<file path="src/design/lbfg_pkg.sv">
// Shared types and constants for the load-based frequency governor.
`timescale 1ns / 1ps
package lbfg_pkg;

  localparam int unsigned TIME_W      = 32;
  localparam int unsigned LOAD_W      = 7;
  localparam int unsigned CFG_DATA_W  = 32;
  localparam int unsigned CFG_INDEX_W = 3;

  localparam logic [TIME_W-1:0] MIN_ELAPSED_US = 32'd1000;
  localparam logic [TIME_W-1:0] DOWN_HOLD_US   = 32'd99000;

  // Shared bit-serial divider: 39-bit dividend covers both 100*busy_us and
  // cur_freq*load at the widest frequency field.
  localparam int unsigned DIV_NUM_W = 39;
  localparam int unsigned DIV_DEN_W = 32;
  localparam int unsigned DIV_CNT_W = 6;
  localparam logic [DIV_CNT_W-1:0] DIV_LAST = DIV_CNT_W'(DIV_NUM_W - 1);

  typedef enum logic [1:0] {
    DIR_HOLD = 2'd0,
    DIR_UP   = 2'd1,
    DIR_DOWN = 2'd2
  } step_dir_t;

  typedef enum logic [CFG_INDEX_W-1:0] {
    REG_FREQ_MIN   = 3'd0,
    REG_FREQ_MAX   = 3'd1,
    REG_IDEAL_FREQ = 3'd2,
    REG_STEP_UP    = 3'd3,
    REG_STEP_DOWN  = 3'd4,
    REG_LOAD_HIGH  = 3'd5,
    REG_LOAD_LOW   = 3'd6,
    REG_UP_HOLD_US = 3'd7
  } cfg_reg_t;

  typedef enum logic [2:0] {
    ST_IDLE,
    ST_CHECK,
    ST_LDIV,
    ST_DECIDE,
    ST_PMUL,
    ST_PDIV,
    ST_PFIX,
    ST_FINISH
  } state_t;

  typedef struct packed {
    logic capture;
    logic load_div_start;
    logic div_step;
    logic decide;
    logic prop_start;
    logic prop_fix;
    logic load_out;
  } dp_cmd_t;

  typedef struct packed {
    logic short_tick;
    logic need_prop;
    logic out_free;
  } dp_status_t;

endpackage

</file>
<file path="src/design/lbfg_ctrl.sv">
// Sequencing state machine for the governor: one request at a time.
`timescale 1ns / 1ps
module lbfg_ctrl import lbfg_pkg::*; (
  input  logic       clk,
  input  logic       rst,
  input  logic       in_valid,
  output logic       in_ready,
  input  dp_status_t status,
  output dp_cmd_t    cmd
);

  state_t               state, state_next;
  logic [DIV_CNT_W-1:0] cnt, cnt_next;

  always_ff @(posedge clk) begin
    if (rst) begin
      state <= ST_IDLE;
      cnt   <= '0;
    end else begin
      state <= state_next;
      cnt   <= cnt_next;
    end
  end

  always_comb begin
    state_next = state;
    cnt_next   = cnt;
    cmd        = '0;
    in_ready   = 1'b0;
    case (state)
      ST_IDLE: begin
        in_ready = 1'b1;
        if (in_valid) begin
          cmd.capture = 1'b1;
          state_next  = ST_CHECK;
        end
      end
      ST_CHECK: begin
        if (status.short_tick) begin
          state_next = ST_FINISH;
        end else begin
          cmd.load_div_start = 1'b1;
          cnt_next           = '0;
          state_next         = ST_LDIV;
        end
      end
      ST_LDIV: begin
        cmd.div_step = 1'b1;
        if (cnt == DIV_LAST) begin
          cnt_next   = '0;
          state_next = ST_DECIDE;
        end else begin
          cnt_next = cnt + 1'b1;
        end
      end
      ST_DECIDE: begin
        cmd.decide = 1'b1;
        state_next = status.need_prop ? ST_PMUL : ST_FINISH;
      end
      ST_PMUL: begin
        cmd.prop_start = 1'b1;
        cnt_next       = '0;
        state_next     = ST_PDIV;
      end
      ST_PDIV: begin
        cmd.div_step = 1'b1;
        if (cnt == DIV_LAST) begin
          cnt_next   = '0;
          state_next = ST_PFIX;
        end else begin
          cnt_next = cnt + 1'b1;
        end
      end
      ST_PFIX: begin
        cmd.prop_fix = 1'b1;
        state_next   = ST_FINISH;
      end
      ST_FINISH: begin
        if (status.out_free) begin
          cmd.load_out = 1'b1;
          state_next   = ST_IDLE;
        end
      end
      default: begin
        state_next = ST_IDLE;
        cnt_next   = '0;
      end
    endcase
  end

  a_cnt_only_in_div: assert property (@(posedge clk) disable iff (rst)
    cnt != '0 |-> (state == ST_LDIV || state == ST_PDIV))
    else $error("iteration count live outside a divide phase");

  a_ldiv_to_decide: assert property (@(posedge clk) disable iff (rst)
    (state == ST_LDIV && cnt == DIV_LAST) |=> state == ST_DECIDE)
    else $error("load divide did not hand over to decision");

  a_load_out_free: assert property (@(posedge clk) disable iff (rst)
    cmd.load_out |-> status.out_free)
    else $error("result loaded over a pending one");

endmodule

</file>
<file path="src/design/lbfg_dp.sv">
// Governor datapath: settings, captured request, shared divider, decision and result register.
`timescale 1ns / 1ps
module lbfg_dp import lbfg_pkg::*; #(
  parameter int unsigned FREQ_W = 22
) (
  input  logic                   clk,
  input  logic                   rst,
  input  logic                   cfg_valid,
  input  logic [CFG_INDEX_W-1:0] cfg_index,
  input  logic [CFG_DATA_W-1:0]  cfg_data,
  input  logic [TIME_W-1:0]      idle_delta_us,
  input  logic [TIME_W-1:0]      elapsed_delta_us,
  input  logic [TIME_W-1:0]      now_us,
  input  logic [FREQ_W-1:0]      cur_freq,
  input  logic                   many_runnable,
  input  dp_cmd_t                cmd,
  output dp_status_t             status,
  input  logic                   out_ready,
  output logic                   out_valid,
  output logic [FREQ_W-1:0]      out_chosen_freq,
  output logic                   out_changed,
  output step_dir_t              out_step_dir,
  output logic [LOAD_W-1:0]      out_load_pct,
  output logic                   out_skipped,
  output logic                   out_keep_sampling
);

  localparam logic [FREQ_W-1:0] FMIN_RST  = FREQ_W'(32'd122880);
  localparam logic [FREQ_W-1:0] FMAX_RST  = FREQ_W'(32'd4194303);
  localparam logic [FREQ_W-1:0] IDEAL_RST = FREQ_W'(32'd800000);
  localparam logic [FREQ_W-1:0] SUP_RST   = FREQ_W'(32'd128000);
  localparam logic [FREQ_W-1:0] SDN_RST   = FREQ_W'(32'd256000);
  localparam int unsigned       PROD_W    = FREQ_W + LOAD_W;

  // settings
  logic [FREQ_W-1:0] freq_min, freq_max, ideal_freq, step_up, step_down;
  logic [LOAD_W-1:0] load_high, load_low;
  logic [TIME_W-1:0] up_hold_us;

  // captured request
  logic [TIME_W-1:0] idle_us, elapsed_us, now_r;
  logic [FREQ_W-1:0] cur;
  logic              many;

  // divider and working values
  logic [DIV_DEN_W-1:0] dv_rem, dv_den;
  logic [DIV_NUM_W-1:0] dv_quo;
  logic [LOAD_W-1:0]    load_r;
  step_dir_t            dir_r;
  logic [FREQ_W:0]      newf;
  logic [TIME_W-1:0]    last_change;

  always_ff @(posedge clk) begin
    if (rst) begin
      freq_min   <= FMIN_RST;
      freq_max   <= FMAX_RST;
      ideal_freq <= IDEAL_RST;
      step_up    <= SUP_RST;
      step_down  <= SDN_RST;
      load_high  <= LOAD_W'(50);
      load_low   <= LOAD_W'(25);
      up_hold_us <= 32'd48000;
    end else if (cfg_valid) begin
      case (cfg_reg_t'(cfg_index))
        REG_FREQ_MIN:   freq_min   <= cfg_data[FREQ_W-1:0];
        REG_FREQ_MAX:   freq_max   <= cfg_data[FREQ_W-1:0];
        REG_IDEAL_FREQ: ideal_freq <= cfg_data[FREQ_W-1:0];
        REG_STEP_UP:    step_up    <= cfg_data[FREQ_W-1:0];
        REG_STEP_DOWN:  step_down  <= cfg_data[FREQ_W-1:0];
        REG_LOAD_HIGH:  load_high  <= cfg_data[LOAD_W-1:0];
        REG_LOAD_LOW:   load_low   <= cfg_data[LOAD_W-1:0];
        REG_UP_HOLD_US: up_hold_us <= cfg_data[TIME_W-1:0];
        default: ;
      endcase
    end
  end

  // load numerator: 100 * busy time, zero when idle exceeds elapsed
  logic [TIME_W-1:0]    busy;
  logic                 idle_le;
  logic [DIV_NUM_W-1:0] scaled;

  assign idle_le = idle_us <= elapsed_us;
  assign busy    = elapsed_us - idle_us;
  assign scaled  = (DIV_NUM_W'(busy) << 6) + (DIV_NUM_W'(busy) << 5)
                 + (DIV_NUM_W'(busy) << 2);

  // one restoring step
  logic [DIV_DEN_W:0] shifted, trial;
  logic               fits;

  assign shifted = {dv_rem, dv_quo[DIV_NUM_W-1]};
  assign fits    = shifted >= {1'b0, dv_den};
  assign trial   = shifted - {1'b0, dv_den};

  // decision
  logic [LOAD_W-1:0] loadv;
  logic [FREQ_W-1:0] ideal;
  logic [TIME_W-1:0] since;
  logic              up_load, go_up, go_down;
  step_dir_t         dir_c;
  logic [FREQ_W:0]   newf_c;

  assign loadv   = dv_quo[LOAD_W-1:0];
  assign ideal   = (freq_min < ideal_freq)
                 ? ((ideal_freq < freq_max) ? ideal_freq : freq_max) : freq_min;
  assign since   = now_r - last_change;
  assign up_load = (loadv > load_high) || (idle_us == '0);
  assign go_up   = up_load && (cur < freq_max)
                 && ((cur < ideal) || (idle_us == '0) || (since >= up_hold_us));
  assign go_down = !up_load && (loadv < load_low) && (cur > freq_min)
                 && ((cur > ideal) || (since >= DOWN_HOLD_US));

  always_comb begin
    dir_c  = DIR_HOLD;
    newf_c = {1'b0, cur};
    if (go_up) begin
      dir_c = DIR_UP;
      if (many) begin
        if (cur < ideal)        newf_c = {1'b0, ideal};
        else if (step_up != '0) newf_c = {1'b0, cur} + {1'b0, step_up};
        else                    newf_c = {1'b0, freq_max};
      end
    end else if (go_down) begin
      dir_c = DIR_DOWN;
      if (cur > ideal)               newf_c = {1'b0, ideal};
      else if (step_down != '0)      newf_c = (cur > step_down)
                                            ? {1'b0, cur - step_down} : '0;
    end
  end

  assign status.short_tick = elapsed_us < MIN_ELAPSED_US;
  assign status.need_prop  = go_down && !(cur > ideal) && (step_down == '0);
  assign status.out_free   = !out_valid || out_ready;

  // proportional step and fix-up
  logic [PROD_W-1:0]    prod;
  logic [DIV_DEN_W-1:0] prop_den;
  logic [FREQ_W-1:0]    cur_dec;

  assign prod     = PROD_W'(cur) * PROD_W'(load_r);
  assign prop_den = (load_high == '0) ? DIV_DEN_W'(1) : DIV_DEN_W'(load_high);
  assign cur_dec  = (cur == '0) ? '0 : cur - 1'b1;

  // final clamp
  logic [FREQ_W-1:0] clamped, target_c;
  logic              chg_c;

  assign clamped  = (newf > {1'b0, freq_max}) ? freq_max
                  : (newf < {1'b0, freq_min}) ? freq_min : newf[FREQ_W-1:0];
  assign chg_c    = !status.short_tick && (newf != {1'b0, cur}) && (clamped != cur);
  assign target_c = chg_c ? clamped : cur;

  always_ff @(posedge clk) begin
    if (cmd.capture) begin
      idle_us    <= idle_delta_us;
      elapsed_us <= elapsed_delta_us;
      now_r      <= now_us;
      cur        <= cur_freq;
      many       <= many_runnable;
    end
    if (cmd.load_div_start) begin
      dv_quo <= idle_le ? scaled : '0;
      dv_rem <= '0;
      dv_den <= elapsed_us;
    end else if (cmd.prop_start) begin
      dv_quo <= DIV_NUM_W'(prod);
      dv_rem <= '0;
      dv_den <= prop_den;
    end else if (cmd.div_step) begin
      dv_rem <= fits ? trial[DIV_DEN_W-1:0] : shifted[DIV_DEN_W-1:0];
      dv_quo <= {dv_quo[DIV_NUM_W-2:0], fits};
    end
    if (cmd.decide) begin
      load_r <= loadv;
      dir_r  <= dir_c;
      newf   <= newf_c;
    end else if (cmd.prop_fix) begin
      newf <= (dv_quo > DIV_NUM_W'(cur)) ? {1'b0, cur_dec} : dv_quo[FREQ_W:0];
    end
    if (cmd.load_out) begin
      out_chosen_freq   <= target_c;
      out_changed       <= chg_c;
      out_step_dir      <= status.short_tick ? DIR_HOLD : dir_r;
      out_load_pct      <= status.short_tick ? '0 : load_r;
      out_skipped       <= status.short_tick;
      out_keep_sampling <= status.short_tick || (target_c < freq_max);
    end
  end

  always_ff @(posedge clk) begin
    if (rst) begin
      out_valid   <= 1'b0;
      last_change <= '0;
    end else begin
      if (cmd.load_out)   out_valid <= 1'b1;
      else if (out_ready) out_valid <= 1'b0;
      if (cmd.load_out && chg_c) last_change <= now_r;
    end
  end

  a_hold_no_change: assert property (@(posedge clk) disable iff (rst)
    (out_valid && out_step_dir == DIR_HOLD) |-> !out_changed)
    else $error("held decision reports a frequency change");

  a_skip_fields: assert property (@(posedge clk) disable iff (rst)
    (out_valid && out_skipped) |-> (out_keep_sampling && out_load_pct == '0))
    else $error("skipped result carries a decision");

  a_out_held: assert property (@(posedge clk) disable iff (rst)
    (out_valid && !out_ready) |=> (out_valid && $stable(out_chosen_freq)))
    else $error("stalled result dropped or changed");

endmodule

</file>
<file path="src/design/load_based_freq_governor_unit.sv">
// Top level of the load-based frequency governor: stream ports, settings port and packing.
`timescale 1ns / 1ps
// Each request is one sampling tick; the block answers with exactly one result.
// A tick with under 1000 us elapsed is answered as skipped. Any other tick
// needs the load percent, worked out by a shared 39-step bit-serial restoring
// divider, and passes through the check, the load divide and the decision
// before its result sits in the output register. A ramp-down from at or below
// the ideal frequency with step_down of zero reuses that divider for
// cur_freq*load/load_high in a second divide and a fix-up. One request is in
// work at a time, and the next one is accepted in the cycle after the previous
// result has moved into the output register, even while that result still
// waits on m_axis_tready. Settings are written through the cfg port, which is
// always ready; write them only while no tick is in flight. The time of the
// last frequency change is held inside and cleared by reset.
module load_based_freq_governor_unit import lbfg_pkg::*; #(
  parameter int unsigned FREQ_BITS = 22
) (
  input  logic                   clk,
  input  logic                   rst,
  // idle_delta_us, elapsed_delta_us, now_us, cur_freq, many_runnable, zero pad
  input  logic                   s_axis_tvalid,
  output logic                   s_axis_tready,
  input  logic [((3*TIME_W + FREQ_BITS + 1 + 7) / 8) * 8 - 1:0] s_axis_tdata,
  // chosen_freq, changed, step_dir, load_pct, keep_sampling, zero pad
  output logic                   m_axis_tvalid,
  input  logic                   m_axis_tready,
  output logic [((FREQ_BITS + 1 + 2 + LOAD_W + 1 + 7) / 8) * 8 - 1:0] m_axis_tdata,
  // skipped
  output logic                   m_axis_tuser,
  input  logic                   cfg_valid,
  output logic                   cfg_ready,
  input  logic [CFG_INDEX_W-1:0] cfg_index,
  input  logic [CFG_DATA_W-1:0]  cfg_data
);

  localparam int unsigned OUT_DATA_W = ((FREQ_BITS + 1 + 2 + LOAD_W + 1 + 7) / 8) * 8;
  localparam int unsigned CUR_LSB    = 3 * TIME_W;

  dp_cmd_t    cmd;
  dp_status_t status;

  logic [FREQ_BITS-1:0] chosen_freq;
  logic                 changed, keep_sampling;
  step_dir_t            step_dir;
  logic [LOAD_W-1:0]    load_pct;

  // Settings never stall.
  assign cfg_ready = 1'b1;

  lbfg_ctrl u_ctrl (
    .clk      (clk),
    .rst      (rst),
    .in_valid (s_axis_tvalid),
    .in_ready (s_axis_tready),
    .status   (status),
    .cmd      (cmd)
  );

  lbfg_dp #(
    .FREQ_W (FREQ_BITS)
  ) u_dp (
    .clk               (clk),
    .rst               (rst),
    .cfg_valid         (cfg_valid),
    .cfg_index         (cfg_index),
    .cfg_data          (cfg_data),
    .idle_delta_us     (s_axis_tdata[TIME_W-1:0]),
    .elapsed_delta_us  (s_axis_tdata[2*TIME_W-1:TIME_W]),
    .now_us            (s_axis_tdata[3*TIME_W-1:2*TIME_W]),
    .cur_freq          (s_axis_tdata[CUR_LSB+FREQ_BITS-1:CUR_LSB]),
    .many_runnable     (s_axis_tdata[CUR_LSB+FREQ_BITS]),
    .cmd               (cmd),
    .status            (status),
    .out_ready         (m_axis_tready),
    .out_valid         (m_axis_tvalid),
    .out_chosen_freq   (chosen_freq),
    .out_changed       (changed),
    .out_step_dir      (step_dir),
    .out_load_pct      (load_pct),
    .out_skipped       (m_axis_tuser),
    .out_keep_sampling (keep_sampling)
  );

  // Pack the result fields from bit 0 up and pad with zeros.
  assign m_axis_tdata = OUT_DATA_W'({keep_sampling, load_pct, step_dir, changed, chosen_freq});

endmodule
</file>
<file path="config.mk">
export PLATFORM = sky130hd
export DESIGN_NAME = load_based_freq_governor_unit
export DESIGN_NICKNAME = d
export VERILOG_FILES = /design/src/design/lbfg_pkg.sv /design/src/design/lbfg_ctrl.sv /design/src/design/lbfg_dp.sv /design/src/design/load_based_freq_governor_unit.sv
export SDC_FILE = /design/constraint.sdc
export NUM_CORES = 2
export LEC_CHECK = 0
export BUFFER_PORTS_ARGS = -buffer_cell sky130_fd_sc_hd__buf_2
export CORE_ASPECT_RATIO = 1.4
export CORE_MARGIN = 5
export CORE_UTILIZATION = 40
export CTS_BUF_LIST = sky130_fd_sc_hd__clkbuf_4 sky130_fd_sc_hd__clkbuf_8
export CTS_CLUSTER_SIZE = 40
export DETAILED_ROUTE_END_ITERATION = 8
export PLACE_DENSITY = 0.62
export SYNTH_ARGS = -nofsm -noshare
export SYNTH_HDL_FRONTEND = slang
export SYNTH_SLANG_ARGS = --single-unit
</file>
<file path="constraint.sdc">
create_clock -name clk -period 17.8 [get_ports clk]
set_input_delay 0.89 -clock clk [delete_from_list [all_inputs] [get_ports clk]]
set_output_delay 0.89 -clock clk [all_outputs]
set_load 0.02 [all_outputs]
</file>
# Word level (Yosys, flattened, before mapping)
# Index checks and enable logic that the tools add are counted.
[totals]
register_bits = 486
output_inout_bits = 44
word_cells = 173
input_bits = 160
[op_classes]
mux = 49
order_cmp = 18
multipliers = 1
reduce_logical = 45
n_eq_ne = 22
add_sub_neg = 9
[op_table]
columns = ["op", "n"]
rows = [
  ["$mux W23", 10],
  ["$mux W39", 4],
  ["$mux W22", 7],
  ["$lt A22 B22 Y1", 5],
  ["$mux W32", 3],
  ["$sub A32 B32 Y32", 3],
  ["$gt A22 B22 Y1", 3],
  ["$logic_not A22 Y1", 2],
  ["$reduce_bool A22 Y1", 2],
  ["$add A38 B37 Y39", 1],
  ["$add A39 B34 Y39", 1],
  ["$gt A39 B22 Y1", 1],
  ["$ge A33 B32 Y1", 1],
  ["$ge A32 B17 Y1 const B", 1],
  ["$ge A32 B32 Y1", 1],
  ["$le A32 B32 Y1", 1],
  ["$logic_not A32 Y1", 1],
  ["$lt A32 B10 Y1 const B", 1],
  ["$mul A22 B7 Y29", 1],
  ["$eq A3 B3 Y1 const B", 8],
  ["$pmux W3 S8", 1],
  ["$add A22 B22 Y23", 1],
  ["$gt A23 B22 Y1", 1],
  ["$lt A23 B22 Y1", 1],
  ["other kinds (28)", 83],
]

# Longest topological paths before layout
[logic_depth]
depth_word = 10
depth_mapped = 29
mapped_depth_nobuf = 28

# Cells and area by module
# From an unflattened synthesis, not the netlist that was laid out.
[hier_totals]
hier_cells = 4788
area_unflattened_um2 = 41459.8
[by_module_without_submodules]
columns = ["module", "cells_each", "n_inst", "area_each_um2", "seq_area_each_um2"]
rows = [
  ["lbfg_dp", 4699, 1, 40781.6, 12111.6],
  ["lbfg_ctrl", 77, 1, 595.6, 180.2],
  ["load_based_freq_governor_unit", 12, 1, 82.6, 0.0],
]

# Worst setup path after synthesis
# OpenSTA, ideal clock, no wires.
[synth_path]
path_kind = "register to register"
from = "reg u_dp.freq_max[3]"
to = "reg u_dp.newf[7], data pin"
n_path_buf = 4
arrival_time_ns = 6.578
stages_incl_launch_ff = 28
t_required_ns = 17.539
synth_period_minus_slack_ns = 6.839
slack_ns = 10.961
setup_time_ns = 0.261
path_cell_list = "dfxtp_1 -> inv_1 -> ha_1 -> nand2_1 -> o21ai_0 -> a211oi_1 -> or4_1 -> a41o_1 -> a21oi_1 -> clkbuf_1 -> buf_2 -> mux2i_1 -> mux2i_1 -> ha_1 -> a211oi_1 -> nor2_1 -> nor2_1 -> o221ai_1 -> a221oi_2 -> nor2_1 -> nor4b_2 -> or4b_1 -> or4_4 -> o21ba_1 -> buf_6 -> and2_4 -> buf_6 -> a221o_1"
[synth_between]
elab_chain_cells = 9
word_cells_on_any_way = 18
cone_classes = "order compare: 4; mux: 8; reduce/logical: 6"
[synth_rtl]
columns = ["item", "line_no", "source"]
rows = [
  ["start, declared", "lbfg_dp.sv:36", "logic [FREQ_W-1:0] freq_min, freq_max, ideal_freq, step_up, step_down;"],
  ["start signal, assigned", "lbfg_dp.sv:66", "REG_FREQ_MAX: freq_max <= cfg_data[FREQ_W-1:0];"],
  ["$lt A22 B22 Y1", "lbfg_dp.sv:106", "? ((ideal_freq < freq_max) ? ideal_freq : freq_max) : freq_min;"],
  ["$mux W22 (2 in a row)", "lbfg_dp.sv:106", ""],
  ["$gt A22 B22 Y1 / $lt A22 B22 Y1 (equally long branches)", "-", ""],
  ["$logic_or A1 B1 Y1, on equally long branches", "lbfg_dp.sv:112, lbfg_dp.sv:110", ""],
  ["$logic_and A1 B1 Y1 / $logic_or A1 B1 Y1 (equally long branches)", "lbfg_dp.sv:112, lbfg_dp.sv:110", ""],
  ["$mux W23 / $logic_and A1 B1 Y1 (equally long branches)", "lbfg_dp.sv:124, lbfg_dp.sv:110", ""],
  ["$mux W23 (*)", "lbfg_dp.sv:117", "if (go_up) begin"],
  ["$mux W23 (*)", "lbfg_dp.sv:174", "if (cmd.decide) begin"],
  ["end signal, assigned", "lbfg_dp.sv:177", "newf <= newf_c;"],
  ["end signal, assigned", "lbfg_dp.sv:179", "newf <= (dv_quo > DIV_NUM_W'(cur)) ? {1'b0, cur_dec} : dv_quo[FREQ_W:0];"],
  ["end, declared", "lbfg_dp.sv:50", "logic [FREQ_W:0] newf;"],
]
# Every way passes the cells marked *; elsewhere a longest branch is shown, timed or not.
# A chain may end at the register's enable or synchronous reset.

# Worst setup path in the final report
[layout_path]
from = "reg u_dp.freq_max[2]"
to = "reg u_dp.newf[10], data pin"
# The elaborated chain is that of the path after synthesis.

==> metrics.txt <==
status=finished clean; vias in the first global route=35.2k; HP Class=primary input to register; worst r2r src=u_dp.freq_max[2]; FMAX=0.119 GHz; later-pin clock latency in the skew report=790 ps; power per cell area=148 mW/mm^2; gp weighted congestion=0.994; post-route ant nets=0; fillers=10.1k; #FFs+latches synth=486; H-tree depth reported by CTS=3; Post-DP Area=0.0429 sq mm; Root Buffer=clkbuf_8; asr flop ratio synth=0%; worst path arrival time=8890 ps; Worst Path Required=18320 ps; area of the multi-input gates=0.0259 sq mm; ranking of synthesized cells by area=edfxtp_1, ha_1, dfxtp_1; warning count from the yosys run=0; Max clock buf depth=3; # IOs=204; total gr overflow=0; Setup CP Type=register to register; worst r2r path cells=25; CTS tree=done; RSZ-0062 raised after global routing=no; max_cap viols=0; Buf/Inv on CP=3; clk slew on worst S/H paths=60 ps; crit start category=register; setup TNS=0 ps; Setup crit start=u_dp.freq_max[2]; Power Total=6.62 mW; post-route cell area=0.0448 sq mm; R2R setup slack=9420 ps; maximum VDD drop=0.121 mV; CP max stage delay=620 ps; Final Hold Viols=0; Avg WL per Cell=23.2 um; first-pass GRT wire length=213000 um; Cells after Synth=4593; die area=0.108 sq mm; Chip Width=279 um; worst-path fanout max=36; stages on the worst setup path=25; Initial Util=40.2%; Avg Inst Size Synth=8.82 sq um; number of synthesized flops with an enable pin=256; fin cells=6137; commonest non-fill, non-tap cell in the layout=nand2_1; endpoints failing setup=0; Final Skew=54.8 ps; DR vias/cell=5.72; postcts setup bufs=0; P&R area growth vs syn=10.6%; CTS Hold Bufs=0; layout cell share with drive strength beyond 1=10.3%; dpl cells=5985; # resized after CTS=0; max-slew violations=0; Worst-Margin Slew=1170 ps; Mapped Area=0.0405 sq mm; Max-slew headroom=21.9%; Worst Setup EP=u_dp.newf[10]; TritonCTS Buffers=82; Clock Sinks=486; HPWL Detailed=109000 um; die span in y=386 um; first-pass iteration count of the detailed router=5; Yosys top cell area share=19.0%; Reg area=0.0123 sq mm; Synth area leader=edfxtp_1; via count of the routed design=35.1k; core footprint=0.101 sq mm; LEAKAGE=19.6 nW; period utilisation layout=47.1%; CP Capture Type=register; drt total wl=142000 um; R2R Path End=u_dp.newf[10]; I/O Buffers=194; largest net degree at the start of global routing=78; commonest register cell after synthesis=edfxtp_1; num rows=138; hold slack=278 ps; GRT Overall Usage=25.6%; most frequent cells in the layout=nand2_1, ha_1, inv_1, a21oi_1, nor2_1; Netlist cell types=92; Final min period=8380 ps; initial antenna violation count=6; initial detailed-routing violation count=2644; Net count, final=5495; crit-path leading delay family=simple AND/OR/NAND/NOR gates; Slowest cell on crit path=mux2i_1; DRC viols=0; sequential area share after synthesis=30.4%
==> routing by layer <==
layer	vias up	share of wire [%]	GRT usage (%)	routed length [um]
met5	-	0.024	0	34
met4	6	8.2	17.0	11700
met3	423	5.5	3.76	7760
met2	1161	49	45.4	70000
met1	16899	37	28.5	52600
li1	16623	-	-	-
==> worst min path at each step <==
stage                                endpoint                 from  slack, ps  depth (start not counted)
after floorplan             u_dp.step_down[4]    u_dp.step_down[4]        440                          2
after detailed placement  u_dp.up_hold_us[17]  u_dp.up_hold_us[17]        450                          2
after CTS                     u_dp.idle_us[2]      s_axis_tdata[2]        190                          1
after global placement     u_dp.up_hold_us[5]   u_dp.up_hold_us[5]        440                          2
after global routing          u_dp.idle_us[2]      s_axis_tdata[2]        230                          1
final                         u_dp.idle_us[2]      s_axis_tdata[2]        280                          1
==> kinds of logic after synthesis <==
logic type,after synthesis,share of synthesized area (%)
simple gates,1371,16.1
compound gates,1150,18.5
buf+inv,637,6.10
fa+ha+maj,596,20.9
flops,486,30.4
xor+xnor,223,4.82
mux,128,3.25
other cells,2,0.0185
==> report_power, final <==
group | internal, mW | switching, mW
clock | 0.629 | 0.510
sequential | 1.37 | 0.145
combinational | 1.53 | 2.44
==> registers in the layout, summed over array words and instances (netlist names), 22 cells and up <==
| name | cells |
|---|---|
| u_dp.freq_max | 22 |
| u_dp.elapsed_us | 32 |
| u_dp.last_change | 32 |
| u_dp.idle_us | 32 |
| u_dp.ideal_freq | 22 |
| u_dp.step_down | 22 |
| u_dp.out_chosen_freq | 22 |
| u_dp.dv_rem | 32 |
| u_dp.up_hold_us | 32 |
| u_dp.newf | 23 |
| u_dp.now_r | 32 |
| u_dp.dv_den | 32 |
| u_dp.cur | 22 |
| u_dp.dv_quo | 39 |
| u_dp.step_up | 22 |
| u_dp.freq_min | 22 |
==> area by class of cell <==
cell class,count,share of cell area [%]
Multi-Input combinational cell,3476,57.8
Clock inverter,31,0.777
Antenna cell,1,0.00559
Inverter,434,3.64
Timing Repair Buffer,259,3.27
Tap cell,1330,3.72
Sequential cell,486,27.5
Clock buffer,120,3.31
==> cell usage after synthesis (57+ instances only) <==
cell type,number
and2_1,71
mux2i_1,99
a21o_1,143
dfxtp_1,230
xor2_1,78
a211oi_1,57
edfxtp_1,256
nor3_1,87
xnor2_1,145
clkbuf_1,170
nand4_1,73
nand2_1,488
nand3_1,97
ha_1,463
nor2_1,277
inv_1,431
o21ai_0,211
fa_1,133
a21oi_1,362
nand2b_1,60
==> metrics by stage <==
step / utilization (%) / setup WS, ps
floorplan: - / 10960
global placement: 42.6 / 9660
detailed placement: 42.6 / 9540
CTS: 44.4 / 9540
global route: 44.4 / 9310
finish: 44.4 / 9420
Note: power is estimated with default switching activity, not from simulation.
